--- src/hw/rtl/dynamic_min_spanning_forest_assert.svh ---
// ----------------------------------------------------------------------------
// Assertion macros for the dynamic minimum spanning forest block
// Shared forms of the concurrent checks used in the RTL.
// ----------------------------------------------------------------------------
`ifndef DYNAMIC_MIN_SPANNING_FOREST_ASSERT_SVH
`define DYNAMIC_MIN_SPANNING_FOREST_ASSERT_SVH

// Same-cycle implication, held off while reset is asserted.
`define DMSF_ASSERT_IMPLIES(label, clk, rstn, ante, cons, msg) \
    label: assert property (@(posedge clk) disable iff (!(rstn)) (ante) |-> (cons)) \
        else $error(msg);

// Next-cycle implication, held off while reset is asserted.
`define DMSF_ASSERT_NEXT(label, clk, rstn, ante, cons, msg) \
    label: assert property (@(posedge clk) disable iff (!(rstn)) (ante) |=> (cons)) \
        else $error(msg);

`endif

--- src/hw/rtl/dmsf_ram.sv ---
// ----------------------------------------------------------------------------
// Generic synchronous RAM
// One write port and one read port with registered read data; a read of the
// entry being written in the same cycle returns the new data.
// ----------------------------------------------------------------------------
module dmsf_ram #(
    parameter int WIDTH = 8,
    parameter int DEPTH = 16
) (
    input  logic                     i_clk,
    input  logic                     i_we,
    input  logic [$clog2(DEPTH)-1:0] i_waddr,
    input  logic [WIDTH-1:0]         i_wdata,
    input  logic [$clog2(DEPTH)-1:0] i_raddr,
    output logic [WIDTH-1:0]         o_rdata
);

    logic [WIDTH-1:0] r_mem [DEPTH];
    logic [WIDTH-1:0] r_rdata;

    // Write port.
    always_ff @(posedge i_clk) begin
        if (i_we) begin
            r_mem[i_waddr] <= i_wdata;
        end
    end

    // Registered read with write-first bypass.
    always_ff @(posedge i_clk) begin
        if (i_we && (i_waddr == i_raddr)) begin
            r_rdata <= i_wdata;
        end else begin
            r_rdata <= r_mem[i_raddr];
        end
    end

    assign o_rdata = r_rdata;

endmodule
--- config.mk ---
export PLATFORM = sky130hd
export DESIGN_NAME = dmsf_ram
export DESIGN_NICKNAME = d
export VERILOG_FILES = /design/src/hw/rtl/dynamic_min_spanning_forest_assert.svh /design/src/hw/rtl/dmsf_ram.sv
export SDC_FILE = /design/constraint.sdc
export NUM_CORES = 1
export LEC_CHECK = 0
export BUFFER_PORTS_ARGS = -buffer_cell sky130_fd_sc_hd__buf_2
export CORE_AREA = 2 2 104 106
export DETAILED_ROUTE_END_ITERATION = 8
export DIE_AREA = 0 0 106 108
export PLACE_DENSITY = 0.65
export SLEW_MARGIN = 5
export SYNTH_ARGS = -nofsm -noshare
export SYNTH_HDL_FRONTEND = slang
export SYNTH_SLANG_ARGS = --single-unit
--- constraint.sdc ---
create_clock -name i_clk -period 4.9 [get_ports i_clk]
set_input_delay 0.98 -clock i_clk [delete_from_list [all_inputs] [get_ports i_clk]]
set_output_delay 0.98 -clock i_clk [all_outputs]
set_load 0.02 [all_outputs]
* Word level (Yosys, flattened, before mapping)
Memory sizes are Yosys's and may differ from the RTL's. A register that Yosys moved wholly into a read port is not among the register bits.
Index checks and enable logic that the tools add are counted.
** Storage, ports and cells
- Memories :: 1
- RAM bits :: 128
- Bits in read-only memories :: 0
- Bits of input ports :: 18
- Latch bits :: 0
- Output and inout port bits :: 8
- Logic and storage cells :: 3
- Register bits after elaboration :: 0
** Memories
- r_mem :: depth 16, width 8, rd ports 1, clocked after memory_dff 1, write ports 1, line dmsf_ram.sv:18 : logic [WIDTH-1:0] r_mem [DEPTH];
** Cells by class
- Add/sub/neg operators :: 0
- Order comparisons :: 0
- Reduce and logical (&&, ||, !) cells :: 0
- Multipliers :: 0
- Shifts and indexed selects :: 0
- Equality and inequality tests :: 0
- Muxes and demuxes :: 2
- Divide/modulo/power cells :: 0
- Bitwise gates (word level) :: 0
** Operators by type and width (count)
- two-way mux 1 bit :: 2

* Logic depth before layout (Yosys ltp)
- Depth after elaboration :: 2
- Mapped depth :: 5
- Depth with buffers taken out :: 3

* Least setup slack after synthesis
OpenSTA, ideal clock, no wires.
- Kind :: input port to flip-flop
- Start :: input port i_waddr[2]
- End :: memory r_mem[0][0], enable pin
- Path slack :: 2.427 ns
- Data required time :: 4.517 ns
- Stages on the path :: 2
- Arrival :: 2.090 ns
- Buffers on the path :: 0
- Path through :: or3b_2 > nor3_1
** RTL lines
- start, declared :: line dmsf_ram.sv:12 : input logic [$clog2(DEPTH)-1:0] i_waddr,
- end, declared :: line dmsf_ram.sv:18
Straight into the memory's write port.

==> results.md <==
- Result of the run: finished clean
- Critical path type: register to output port
- Net Count, Synth: 243
- DR pass1 iterations: 4
- Crit end category: output port
- Die H: around 110 um
- Worst VDD drop: 0.206 mV
- Number of global-route vias before repair: 2472
- Wl on met1: 4090 um
- Final HPWL from detailed placement: 6070 um
- Count of cell types in the netlist: 19
- Worst-margin pin slew: 0.974 ns
- Leftover overflow at the end of global routing: 0
- Number of rows in the core area: 37
- CTS HTree Levels: 4
- Count of vias placed by the detailed router: 2333
- Worst hold path cell count: 1
- Share of the core filled with cells: 0.578
- Largest driver fanout on the critical path: 13
- Largest reg by FF count: r_mem
- Pre-CTS setup slack: 1.84 ns
- Met3 layer wire length in the routed design: 531 um
- DRT Wirelength: about 9500 um
- P per Cell Area: roughly 440 nW/um2
- Number of antenna violations at the first check in global routing: 0
- Die span in x: roughly 110 um
- Required @ worst endpoint: 3.92 ns
- Path category of the worst min-delay check: input port to register
- Die Footprint: 11400 um2
- I/O pin total: 26
- Pins over their slew limit: 0
- Highest metal used: met4
- Routed length per instance: around 23 um
- Final routed DRC violation total: 0
- Sequential-to-total area share from yosys stat: 0.774
- Multi-input combinational cell area: 1060 um2
- Reg clk slew, reported paths: 0.06 ns
- Gate count of the mapped netlist: 225
- Number of warnings issued by yosys: 0
- Largest net degree at the start of global routing: 22
- Post-layout nets: 284
- Initial core utilization: 0.495
- CP peak stage delay: 0.61 ns
- Static power due to leakage: 0.00198 uW
- Number of synthesized register bits: 132
- Hold buffer count at cts: 0
- Syn Std Cell Area: between 5000 and 6000 um2
- Most common cell after layout, fill and taps aside: edfxtp_1
- Top Registers: r_mem (128)
- Slowest stage cell, crit path: dfxtp_2
- Post-route cell area: about 5900 um2
- Cells resized by post-CTS repair: 0
- Rel. slew slack: 0.348
- Top cell type by total area after synthesis: edfxtp_1
- Ant diodes: 0
- Max reg flops: 128
- # Max-Cap Violations: 0
- Number of nets with antenna violations after detailed routing: 0
- Buffer type at the clock tree root: clkbuf_8
- Setup repair after global routing missed its margin: false
- Proportion of layout cells with a drive suffix above 1: 0.290
- Final period util: 0.721
- Achievable frequency: ~280 MHz
- Final Hold Violating Endpoints: 0
- Minimum clock period: 3.53 ns
- Cells taking the most area after synthesis: edfxtp_1 (76%), mux4_2 (8.0%), mux4_1 (7.3%), a22oi_1 (2.4%), dfxtp_1 (1.6%)
- Drt first-iter violations: ~190
- Core Box Area: just over 10000 um2
- Number of filler cells placed in the layout: 743
- Synth-to-Final Area Change: 16.6%
- Quantity of I/O buffers inserted on ports: 25
- Routability congestion estimate from global placement: 0.767
- Setup total negative slack: 0 ns
- Inserted Clock Buffers: 17
- Commonest cells after routing, fill and taps aside: edfxtp_1 (128), buf_2 (25), mux4_2 (18)
- Average cell area after synthesis: roughly 23 um2
- TritonCTS Sinks: 132
- First-pass GRT wire length: 14600 um
- Final setup violation count: 0
- Arrival time of data at the critical path endpoint: 2.55 ns
- Setup Fix Bufs, Post-CTS: 0
- Area fraction of the dominant cell type after synthesis: 0.759
- Power after layout: 2610 uW
- Gr usage total: 0.183
- Critical Path Source Type: register
- FF+latch area: about 3900 um2
- Via count normalized by instance count: 5.62
- Cell Area, Placed: 5330 um2
- CTS tree: done
- Final critical-path setup slack: 1.37 ns
- Critical Path, Cell by Cell: buf_4 > mux4_2 > a22oi_1 > nand2_1 > buf_2
- Largest buffer count on any clock path: 2
- Met2 wire length: 4830 um
-- worst max-delay path, delay by kind of cell, from the launching register on --
family                 cells  cell delay [ns]
flip-flops                 1             0.61
AND/OR/NAND/NOR            1             0.11
multiplexers               1             0.52
AO/OA/AOI/OAI              1             0.32
buffers and inverters      2             0.49
-- Yosys cell counts --
library cell	count
edfxtp_1	128
mux4_2	18
a22oi_1	16
mux4_1	14
nor2_1	13
nand2_1	9
dfxtp_1	4
nor3_1	4
buf_2	3
buf_6	3
clkdlybuf4s25_2	3
nand2b_1	2
nand3b_1	2
and2_1	1
and2b_1	1
buf_4	1
nand3_1	1
nor2b_1	1
or3b_2	1
-- routing by layer --
metal  GRT usage  vias up
li1            -     1047
met1       0.244     1210
met2       0.298       70
met3      0.0549        6
met4      0.0545        0
met5           0        -
-- metrics by stage --
| stage | std cells | hold slack (ns) |
|---|---|---|
| after global routing | 415 | 0.550 |
| after CTS | 415 | 0.558 |
| after detailed placement | 383 | 1.08 |
| after global placement | 383 | 1.09 |
| final | 415 | 0.576 |
| after floorplan | 225 | 1.01 |
-- layout make-up --
cell class	instances	share of cell area
Sequential cell	132	0.664
Multi-Input combinational cell	83	0.179
Clock buffer	18	0.0707
Timing Repair Buffer	32	0.0301
Tap cell	136	0.0288
Clock inverter	14	0.0275
-- final timing paths --
path,startpoint,to
max,register,o_rdata[7]
min,i_raddr[1],register
-- cell families after synthesis --
group                  count (synthesis)  synth area share
buffers and inverters                 10            0.0170
and+or+nand+nor                       35            0.0323
muxes                                 32             0.153
DFF                                  132             0.774
AOI/OAI and AO/OA                     16            0.0237
-- where the power goes --
group	switching, uW	internal, uW	total, uW
combinational	70.4	48.1	118
sequential	10.2	1260	1270
clock	449	770	1220
No activity file was read; power rests on OpenSTA's default activity.
